$ cat config.mk
export PLATFORM = sky130hd
export DESIGN_NAME = binary_to_decimal_ascii_top
export DESIGN_NICKNAME = d
export VERILOG_FILES = /design/src/sv/bda_pkg.sv /design/src/sv/bda_dabble.sv /design/src/sv/bda_emit.sv /design/src/sv/binary_to_decimal_ascii_top.sv
export SDC_FILE = /design/constraint.sdc
export NUM_CORES = 1
export LEC_CHECK = 0
export BUFFER_PORTS_ARGS = -buffer_cell sky130_fd_sc_hd__buf_2
export CORE_UTILIZATION = 40
export DETAILED_ROUTE_END_ITERATION = 8
export PLACE_DENSITY = 0.56
export SLEW_MARGIN = 20
export SYNTH_ARGS = -nofsm -noshare
export SYNTH_HDL_FRONTEND = slang
export SYNTH_SLANG_ARGS = --single-unit
$ cat constraint.sdc
create_clock -name clk -period 4.09 [get_ports clk]
set_input_delay 0 -clock clk [delete_from_list [all_inputs] [get_ports clk]]
set_output_delay 0 -clock clk [all_outputs]
set_load 0.01 [all_outputs]
$ cat src/sv/bda_pkg.sv
// Shared types and constants for the binary to decimal ASCII converter.
package bda_pkg;

  localparam int VALUE_WIDTH  = 32;
  localparam int DIGITS       = 10;
  localparam int BCD_WIDTH    = DIGITS * 4;
  localparam int STEP_WIDTH   = $clog2(VALUE_WIDTH);
  localparam int LEN_WIDTH    = 4;
  localparam int CHAR_WIDTH   = 8;
  localparam int CFG_WIDTH    = 8;

  localparam logic [CHAR_WIDTH-1:0] ASCII_ZERO  = 8'h30;
  localparam logic [CHAR_WIDTH-1:0] ASCII_MINUS = 8'h2D;
  localparam logic [CFG_WIDTH-1:0]  BUFFER_SIZE_RESET = 8'd12;

  // Status of the shift-and-add-3 unit.
  typedef struct packed {
    logic busy;
    logic done;
  } dabble_status_t;

  // Command from the top level to the character emitter.
  typedef struct packed {
    logic load;
    logic neg;
  } emit_cmd_t;

endpackage

$ cat src/sv/bda_dabble.sv
// Iterative shift-and-add-3 unit turning a 32-bit magnitude into ten BCD digits.
module bda_dabble (
  input  logic                          clk,
  input  logic                          rst,
  input  logic                          start,
  input  logic [bda_pkg::VALUE_WIDTH-1:0] mag,
  output logic [bda_pkg::BCD_WIDTH-1:0]   bcd,
  output bda_pkg::dabble_status_t       status
);
  import bda_pkg::*;

  localparam logic [STEP_WIDTH-1:0] LAST_STEP = STEP_WIDTH'(VALUE_WIDTH - 1);

  logic [VALUE_WIDTH-1:0] bin;
  logic [VALUE_WIDTH-1:0] bin_next;
  logic [BCD_WIDTH-1:0]   bcd_adj;
  logic [BCD_WIDTH-1:0]   bcd_next;
  logic [STEP_WIDTH-1:0]  step;
  logic                   running;
  logic                   done;

  // Add three to every digit of five or more, then shift one bit in.
  always_comb begin
    for (int i = 0; i < DIGITS; i++) begin
      if (bcd[4*i +: 4] >= 4'd5) begin
        bcd_adj[4*i +: 4] = bcd[4*i +: 4] + 4'd3;
      end else begin
        bcd_adj[4*i +: 4] = bcd[4*i +: 4];
      end
    end
    {bcd_next, bin_next} = {bcd_adj[BCD_WIDTH-2:0], bin, 1'b0};
  end

  // Step counter and control.
  always_ff @(posedge clk) begin
    if (rst) begin
      running <= 1'b0;
      done    <= 1'b0;
      step    <= '0;
    end else begin
      done <= 1'b0;
      if (start) begin
        running <= 1'b1;
        step    <= '0;
      end else if (running) begin
        step <= step + STEP_WIDTH'(1);
        if (step == LAST_STEP) begin
          running <= 1'b0;
          done    <= 1'b1;
        end
      end
    end
  end

  // Working registers.
  always_ff @(posedge clk) begin
    if (start) begin
      bin <= mag;
      bcd <= '0;
    end else if (running) begin
      bin <= bin_next;
      bcd <= bcd_next;
    end
  end

  assign status.busy = running;
  assign status.done = done;

endmodule

$ cat src/sv/bda_emit.sv
// Character emitter: checks the buffer size and sends the text one word at a time.
module bda_emit (
  input  logic                           clk,
  input  logic                           rst,
  input  bda_pkg::emit_cmd_t             cmd,
  input  logic [bda_pkg::BCD_WIDTH-1:0]  bcd_in,
  input  logic [bda_pkg::CFG_WIDTH-1:0]  buffer_size,
  output logic                           active,
  output logic                           out_valid,
  input  logic                           out_stall,
  output logic [bda_pkg::CHAR_WIDTH-1:0] character,
  output logic                           is_last,
  output logic [bda_pkg::LEN_WIDTH-1:0]  text_length,
  output logic                           too_small
);
  import bda_pkg::*;

  logic [BCD_WIDTH-1:0]  bcd;
  logic [LEN_WIDTH-1:0]  len;
  logic [LEN_WIDTH-1:0]  idx;
  logic                  neg;
  logic                  err;
  logic [LEN_WIDTH-1:0]  digit_count;
  logic [LEN_WIDTH-1:0]  len_load;
  logic                  err_load;
  logic [LEN_WIDTH-1:0]  digit_pos;
  logic [BCD_WIDTH-1:0]  bcd_shift;
  logic [CHAR_WIDTH-1:0] char_cur;
  logic                  last_cur;
  logic                  advance;

  // Count significant digits; zero still has one.
  always_comb begin
    digit_count = LEN_WIDTH'(1);
    for (int i = 1; i < DIGITS; i++) begin
      if (bcd_in[4*i +: 4] != 4'd0) begin
        digit_count = LEN_WIDTH'(i + 1);
      end
    end
    len_load = digit_count + LEN_WIDTH'(cmd.neg);
    err_load = (buffer_size == '0) || (CFG_WIDTH'(len_load) >= buffer_size);
  end

  // Select the character for the current position.
  always_comb begin
    digit_pos = len - LEN_WIDTH'(1) - idx;
    bcd_shift = bcd >> {digit_pos, 2'b00};
    last_cur  = (idx == len - LEN_WIDTH'(1));
    if (neg && (idx == '0)) begin
      char_cur = ASCII_MINUS;
    end else begin
      char_cur = ASCII_ZERO + {4'b0000, bcd_shift[3:0]};
    end
  end

  assign advance = active && (!out_valid || !out_stall);

  // Sequencer over the characters of one word.
  always_ff @(posedge clk) begin
    if (rst) begin
      active    <= 1'b0;
      out_valid <= 1'b0;
    end else begin
      if (cmd.load) begin
        active <= 1'b1;
      end else if (advance && (err || last_cur)) begin
        active <= 1'b0;
      end
      if (advance) begin
        out_valid <= 1'b1;
      end else if (!out_stall) begin
        out_valid <= 1'b0;
      end
    end
  end

  // Item payload and position.
  always_ff @(posedge clk) begin
    if (cmd.load) begin
      bcd <= bcd_in;
      neg <= cmd.neg;
      len <= len_load;
      err <= err_load;
      idx <= '0;
    end else if (advance) begin
      idx <= idx + LEN_WIDTH'(1);
    end
  end

  // Output register.
  always_ff @(posedge clk) begin
    if (advance) begin
      if (err) begin
        character   <= '0;
        is_last     <= 1'b1;
        text_length <= '0;
        too_small   <= 1'b1;
      end else begin
        character   <= char_cur;
        is_last     <= last_cur;
        text_length <= len;
        too_small   <= 1'b0;
      end
    end
  end

endmodule

$ cat src/sv/binary_to_decimal_ascii_top.sv
// Top level of the binary to decimal ASCII converter.
//
// Input channel: value_bits and is_signed, taken when in_valid is high and
// in_stall is low. in_stall stays high from acceptance until the state register
// returns to idle, after the last character of that word has been loaded into the output register.
// Output channel: one word per character, most significant first, each with
// character, is_last, text_length and too_small; a word moves when out_valid
// is high and out_stall is low. A text that does not fit buffer_size gives
// a single error word instead.
// Flow: the shift-and-add-3 unit runs its 32-step conversion loop, then its
// done flag loads the emitter, which loads the characters into the output
// register in order. A new value is taken only once the previous word has
// finished emitting. While out_stall is high the output word holds and the
// emitter waits.
// The user must write buffer_size through cfg_we and cfg_data only while the block is idle;
// the block does not enforce it. Reset clears the control state and sets buffer_size to twelve.
module binary_to_decimal_ascii_top (
  input  logic                           clk,
  input  logic                           rst,
  input  logic                           cfg_we,
  input  logic [bda_pkg::CFG_WIDTH-1:0]  cfg_data,
  input  logic                           in_valid,
  output logic                           in_stall,
  input  logic [bda_pkg::VALUE_WIDTH-1:0] value_bits,
  input  logic                           is_signed,
  output logic                           out_valid,
  input  logic                           out_stall,
  output logic [bda_pkg::CHAR_WIDTH-1:0] character,
  output logic                           is_last,
  output logic [bda_pkg::LEN_WIDTH-1:0]  text_length,
  output logic                           too_small
);
  import bda_pkg::*;

  localparam logic [1:0] ST_IDLE    = 2'd0;
  localparam logic [1:0] ST_CONVERT = 2'd1;
  localparam logic [1:0] ST_EMIT    = 2'd2;

  logic [1:0]             state;
  logic [1:0]             state_next;
  logic [CFG_WIDTH-1:0]   buffer_size;
  logic                   neg;
  logic                   neg_in;
  logic [VALUE_WIDTH-1:0] mag_in;
  logic                   accept;
  logic [BCD_WIDTH-1:0]   bcd;
  dabble_status_t         dab_status;
  emit_cmd_t              cmd;
  logic                   emit_active;

  assign in_stall = (state != ST_IDLE);
  assign accept   = in_valid && !in_stall;

  // Sign and magnitude of the incoming value.
  assign neg_in = is_signed && value_bits[VALUE_WIDTH-1];
  assign mag_in = neg_in ? (~value_bits + VALUE_WIDTH'(1)) : value_bits;

  // Configuration register.
  always_ff @(posedge clk) begin
    if (rst) begin
      buffer_size <= BUFFER_SIZE_RESET;
    end else if (cfg_we) begin
      buffer_size <= cfg_data;
    end
  end

  // Sign flag kept for the emitter.
  always_ff @(posedge clk) begin
    if (accept) begin
      neg <= neg_in;
    end
  end

  // Sequencer state.
  always_comb begin
    state_next = state;
    unique case (state)
      ST_IDLE: begin
        if (accept) state_next = ST_CONVERT;
      end
      ST_CONVERT: begin
        if (dab_status.done) state_next = ST_EMIT;
      end
      ST_EMIT: begin
        if (!emit_active) state_next = ST_IDLE;
      end
      default: state_next = ST_IDLE;
    endcase
  end

  always_ff @(posedge clk) begin
    if (rst) begin
      state <= ST_IDLE;
    end else begin
      state <= state_next;
    end
  end

  assign cmd.load = (state == ST_CONVERT) && dab_status.done;
  assign cmd.neg  = neg;

  bda_dabble u_dabble (
    .clk    (clk),
    .rst    (rst),
    .start  (accept),
    .mag    (mag_in),
    .bcd    (bcd),
    .status (dab_status)
  );

  bda_emit u_emit (
    .clk         (clk),
    .rst         (rst),
    .cmd         (cmd),
    .bcd_in      (bcd),
    .buffer_size (buffer_size),
    .active      (emit_active),
    .out_valid   (out_valid),
    .out_stall   (out_stall),
    .character   (character),
    .is_last     (is_last),
    .text_length (text_length),
    .too_small   (too_small)
  );

  // An error word carries nothing but the error mark.
  assert property (@(posedge clk) disable iff (rst)
    out_valid && too_small |-> is_last && (text_length == '0) && (character == '0))
    else $error("error word has unexpected fields");

  // A normal word always fits the configured buffer.
  assert property (@(posedge clk) disable iff (rst)
    out_valid && !too_small |-> (text_length != '0) &&
                                (CFG_WIDTH'(text_length) < buffer_size))
    else $error("text length does not fit the buffer");

  // No new input is taken while the conversion unit is running.
  assert property (@(posedge clk) disable iff (rst)
    dab_status.busy |-> in_stall)
    else $error("input accepted during conversion");

  // Acceptance starts the conversion unit on the next cycle.
  assert property (@(posedge clk) disable iff (rst)
    accept |=> dab_status.busy && (state == ST_CONVERT))
    else $error("conversion did not start");

endmodule
---- Yosys cells after proc, flatten, opt, wreduce, memory -nomap -nowiden ----
Cells that the tools add are included.
word-level totals
  memory bits (writable) .................. 0
  output and inout bits ................... 16
  bits of input ports ..................... 46
  latch bits .............................. 0
  memories ................................ 0
  bits in registers ....................... 155
  logic and storage cells ................. 126
  memory bits (read-only) ................. 0
operators by class
  reduce and logical (&&, ||, !) cells .... 31
  multipliers ............................. 0
  shift-type cells ........................ 1
  add/sub/neg operators ................... 17
  order comparisons ....................... 11
  equal/unequal tests ..................... 8
  divide/modulo/power cells ............... 0
  bitwise operators ....................... 2
  muxes and demuxes ....................... 36
operator list
  kind                                                                    number
  32-bit two-way mux                                                      3
  4-bit two-way mux                                                       12
  4-bit by 3-bit >= comparator with 1-bit output (second input constant)  10
  40-bit by 6-bit >> shifter with 4-bit output                            1
  4-bit by 2-bit adder with 4-bit output (second input constant)          9
  4-bit nonzero test                                                      9
  32-bit by 1-bit adder with 32-bit output (second input constant)        1
  32-bit NOT                                                              1
  3-bit two-way mux                                                       5
  2-bit two-way mux                                                       5
  1-bit two-way mux                                                       9
  4-bit by 8-bit >= comparator with 1-bit output                          1
  8-bit logical NOT                                                       1
  6-bit by 4-bit adder with 7-bit output (first input constant)           1
  1-bit logical AND                                                       6
  6-bit two-way mux                                                       1
  2-bit case mux with 3 select lines                                      1
  2-bit nonzero test                                                      3
  5-bit by 1-bit adder with 5-bit output (second input constant)          1
  5-bit equality test (second input constant)                             1
  4-bit by 1-bit adder with 4-bit output                                  1
  4-bit by 1-bit adder with 4-bit output (second input constant)          1
  4-bit equality test                                                     1
  4-bit logical NOT                                                       1
  14 further kinds                                                        21

---- Longest topological paths before layout ----
  depth after elaboration ................. 13
  mapped depth ............................ 15
  gate-level depth less buffers ........... 15

---- Modules after synthesis ----
From an unflattened synthesis, not the netlist that was laid out.
unflattened totals
  cell total of the unflattened synthesis .. 744
  area, all modules ....................... 8,115.3 µm²
by module, submodules not included
  module                       instances  cells each  sequential area each (µm²)  area each (µm²)
  bda_dabble                   1          397         1,901.8                     4,081.4
  bda_emit                     1          195         1,861.8                     2,879.0
  binary_to_decimal_ascii_top  1          152         230.2                       1,154.9

---- Least setup slack after synthesis ----
OpenSTA, ideal clock, no wires.
  path type ............................... register -> register
  from .................................... register state[0]
  to ...................................... register u_emit.bcd[0] (enable)
  data required time ...................... 3.631 ns
  clock period less this slack ............ 2.997 ns
  path slack .............................. 1.093 ns
  arrival time ............................ 2.538 ns
  library setup time ...................... 0.459 ns
  buffers on the path ..................... 0
  cell stages (with the launch flop) ...... 3
  cells stage by stage .................... dfxtp_1 > nand2_1 > nor2_1
RTL lines
  what                    RTL line                           source
  start, declared         binary_to_decimal_ascii_top.sv:39  logic [1:0] state;
  start signal, assigned  binary_to_decimal_ascii_top.sv:95  state <= state_next;
  end signal, assigned    bda_emit.sv:80                     bcd <= bcd_in;
  end, declared           bda_emit.sv:18                     logic [BCD_WIDTH-1:0] bcd;

---- Final worst setup path ----
  from .................................... register u_dabble.bcd[4] in the netlist's numbering
  to ...................................... register u_emit.err (data pin)
on the way
  word-level cells in the longest chain between the ends .. 13
ends and longest elaborated chain
  what                                            RTL line          source
  start, declared                                 bda_dabble.sv:7   output logic [bda_pkg::BCD_WIDTH-1:0] bcd,
  start signal, assigned                          bda_dabble.sv:62  bcd <= bcd_next;
  4-bit nonzero test                              bda_emit.sv:36    if (bcd_in[4*i +: 4] != 4'd0) begin
  2-bit two-way mux (2 in series)                 bda_emit.sv:36
  3-bit two-way mux (4 in series)                 bda_emit.sv:36
  4-bit two-way mux (3 in series)                 bda_emit.sv:36
  4-bit by 1-bit adder with 4-bit output          bda_emit.sv:40    len_load = digit_count + LEN_WIDTH'(cmd.neg);
  named net u_emit.len_load[2]                    bda_emit.sv:24    logic [LEN_WIDTH-1:0] len_load;
  4-bit by 8-bit >= comparator with 1-bit output  bda_emit.sv:41    err_load = (buffer_size == '0) || (CFG_WIDTH'(len_load) >= buffer_size);
  1-bit logical OR                                bda_emit.sv:41
  named net u_emit.err_load                       bda_emit.sv:25    logic err_load;
  end signal, assigned                            bda_emit.sv:83    err <= err_load;
  end, declared                                   bda_emit.sv:22    logic err;
The timed path passes the listed nets, and every way through them passes these cells.
A chain may end at the register's enable or synchronous reset.

==> impl_metrics.env <==
export IMPL_die_w_um=142.1
export IMPL_yosysMostFrequentCell="edfxtp_1"
export IMPL_yosysSeqAreaShare_pct=50.87
export IMPL_coreArea_um2=18960
export IMPL_vias=5787
export IMPL_drv_slew=0
export IMPL_synth_cell_types=51
export IMPL_syn_area_um2=7851
export IMPL_boundaryPins=62
export IMPL_cts_tree="yes"
export IMPL_synth_seq_cells=154
export IMPL_synth_top_cell_by_area="edfxtp_1"
export IMPL_portBuffers=59
export IMPL_cts_setup_buffers=0
export IMPL_netlist_top_cells_area="edfxtp_1 (35%), dfxtp_1 (16%), ha_1 (5.6%)"
export IMPL_remaining_drc_errors=0
export IMPL_clock_sinks=154
export IMPL_maxSlewHeadroom_pct=46.88
export IMPL_detail_route_antenna_nets=0
export IMPL_htree_levels=4
export IMPL_power_frac_seq_pct=46.3
export IMPL_synth_edff_count=91
export IMPL_required_ns=4.27
export IMPL_hold_viol_final=0
export IMPL_p_switching_w=0.0008517
export IMPL_n_antenna_cell=0
export IMPL_dp_hpwl_um=11110
export IMPL_viasPerCell=5.162
export IMPL_drtIter0Drc=301
export IMPL_finalSetupViolations=0
export IMPL_drive_gt1_share_pct=13.24
export IMPL_first_pass_iters=4
export IMPL_synth_commonest_cells="edfxtp_1 (91), nand2_1 (67), dfxtp_1 (63)"
export IMPL_antenna_found_initial=0
export IMPL_clk_pin_slew_worst_paths_ns=0.06
export IMPL_critPathCaptureType="register"
export IMPL_stdcell_area_um2=9417
export IMPL_comb_power_share_pct=7.9
export IMPL_avgSynthCellArea_um2=10.39
export IMPL_min_period_over_period_pct=78.28
export IMPL_netSwitchingFraction_pct=22.87
export IMPL_place_congestion=0.8533
export IMPL_ys_warn_count=0
export IMPL_wl_um=16500
export IMPL_area_growth_pct=19.94
export IMPL_cts_hold_buf=43
export IMPL_wl_per_cell_um=14.72
export IMPL_grt_pass1_vias=5740
export IMPL_overflow=0
export IMPL_cts_root_buffer="clkbuf_16"
export IMPL_critical_path_class="register to register"
export IMPL_clock_latency_ns=0.43
export IMPL_cp_data_arrival_time_ns=3.38
export IMPL_async_reset_ff_share_pct=0
export IMPL_pwr_share_clk_pct=45.8
export IMPL_cts_resized=0
export IMPL_synth_main_ff_cell="edfxtp_1"
export IMPL_dpl_cell_area_um2=8349
export IMPL_cp_max_fo=5
export IMPL_fp_dieH_um=142.1
export IMPL_fin_tns_setup_ns=0
export IMPL_status="complete, no violations"
export IMPL_die_area_um2=20190
export IMPL_max_cap_violations=0
export IMPL_leakage_nw=3.629
export IMPL_hold_class="input port to register"
export IMPL_intPower_w=0.002873
export IMPL_cts_buffers=17
export IMPL_rows=50
export IMPL_fin_nets=930
export IMPL_clock_skew_final_ns=0.008074
export IMPL_ir_drop_mv=0.2743
export IMPL_grt_start_max_net_pins=76
export IMPL_rsz0062_at_grt="false"
export IMPL_grt_pass1_wl_um=27480
export IMPL_initial_utilization_pct=41.42
export IMPL_fin_crit_ns=3.201
export IMPL_yosys_area_top_type_share_pct=34.80
export IMPL_max_freq_mhz=312.4
export IMPL_worst_pin_slew_ns=0.7969
export IMPL_power_density_nw_per_um2=395.6
export IMPL_grt_usage_pct=17.40
export IMPL_start_kind="register"
export IMPL_postSynthCellCount=756
export IMPL_clockBufferDepth=2
==> state kept, by name, indices dropped and copies added (netlist names), 2 cells and up <==
name,cells
u_emit.character,6
u_emit.text_length,4
u_dabble.bin,32
buffer_size,8
u_dabble.bcd,40
u_emit.bcd,40
u_emit.len,4
state,2
u_dabble.step,5
u_emit.idx,4
==> layer usage <==
layer / track usage [%] / vias to the layer above / part of all wire [%]
met5: 0 / - / 0
li1: - / 2880 / -
met1: 20.46 / 2784 / 45
met2: 30.65 / 94 / 50
met3: 3.499 / 29 / 2.8
met4: 7.583 / 0 / 2.2
==> worst max-delay path, cell delays in order (launching register included) <==
cell and delay, ns:
dfxtp_1 0.38, inv_1 0.09, ha_1 0.24, nor3b_1 0.17
o41ai_1 0.38, a21oi_1 0.14, o21ai_0 0.18, a21oi_1 0.10
ha_1 0.22, ha_1 0.19, xnor2_1 0.24, ha_1 0.27
nor2b_1 0.12, o21ai_0 0.14, a21oi_1 0.08
==> cell usage in the layout (no fill, tap or decap), types with 5 or more instances in the layout <==
cell type	synthesis	final
dfxtp_1	63	62
nand2_1	67	67
nor2_1	61	60
and3_1	5	5
clkbuf_16	0	18
mux4_2	8	8
edfxtp_1	91	91
inv_1	44	44
mux2i_1	29	29
nand3_1	22	22
or3_1	5	5
a21oi_1	46	46
nor3_1	14	14
nor3b_1	6	6
a31oi_1	13	13
xor2_1	13	13
dlygate4sd3_1	0	43
nand2b_1	30	30
o211ai_1	11	11
nor4_1	9	9
o21ai_0	50	50
a21o_1	11	11
buf_2	2	59
xnor2_1	41	41
ha_1	35	35
or4_1	7	7
nor2b_1	5	5
==> power groups by stage <==
| stage | Sequential [W] | Clock [W] | Combinational [W] |
|---|---|---|---|
| after floorplan | 0.00175 | 0 | 0.000184 |
| after global placement | 0.00176 | 0 | 0.000252 |
| after detailed placement | 0.00176 | 0 | 0.000259 |
| after CTS | 0.00173 | 0.00173 | 0.000295 |
| after global routing | 0.00173 | 0.00179 | 0.000331 |
| final | 0.00173 | 0.00170 | 0.000294 |
==> stage by stage <==
stage	worst slack [ns]	total power, W	hold WS [ns]	cells	util, %
6_report	0.8885	0.003725	0.01439	1121	49.68
5_1_grt	0.6918	0.003853	0.01658	1121	49.68
4_1_cts	0.9390	0.003756	0.001789	1121	49.68
3_5_place_dp	0.9721	0.002018	0.2283	1046	44.05
3_3_place_gp	1.092	0.002009	0.2334	1046	44.05
2_1_floorplan	1.093	0.001934	0.1262	757	-
==> logic make-up (layout without fill, tap and decap cells) <==
logic type	count (synthesis)	count (layout)	share of synthesized area, %
simple gates	248	248	15.90
xor+xnor	54	54	6.024
flops	154	154	50.87
mux	37	37	5.992
fa+ha+maj	36	36	5.833
other cells	1	2	0.04776
buf+inv	78	182	4.207
compound gates	148	148	11.12
==> worst paths after layout <==
check	from	slack (ns)	cells after the start	to
max	u_dabble.bcd[4]$_SDFFE_PP0P_	0.89	14	u_emit.err$_DFFE_PP_
min	value_bits[6]	0.01	3	u_dabble.bin[6]$_DFFE_PP_
max reg2reg	u_dabble.bcd[4]$_SDFFE_PP0P_	0.89	14	u_emit.err$_DFFE_PP_
min reg2reg	u_dabble.bcd[37]$_SDFFE_PP0P_	0.48	0	u_emit.bcd[37]$_DFFE_PP_
==> layout make-up <==
cell class	instances	area [um2]
Tap cell	260	325.3
Timing Repair Buffer	106	755.7
Inverter	44	165.2
Fill cell	1692	9539
Multi-Input combinational cell	525	3538
Clock inverter	11	155.1
Clock buffer	21	481.7
Sequential cell	154	3995
Note: power is estimated with default switching activity, not from simulation.
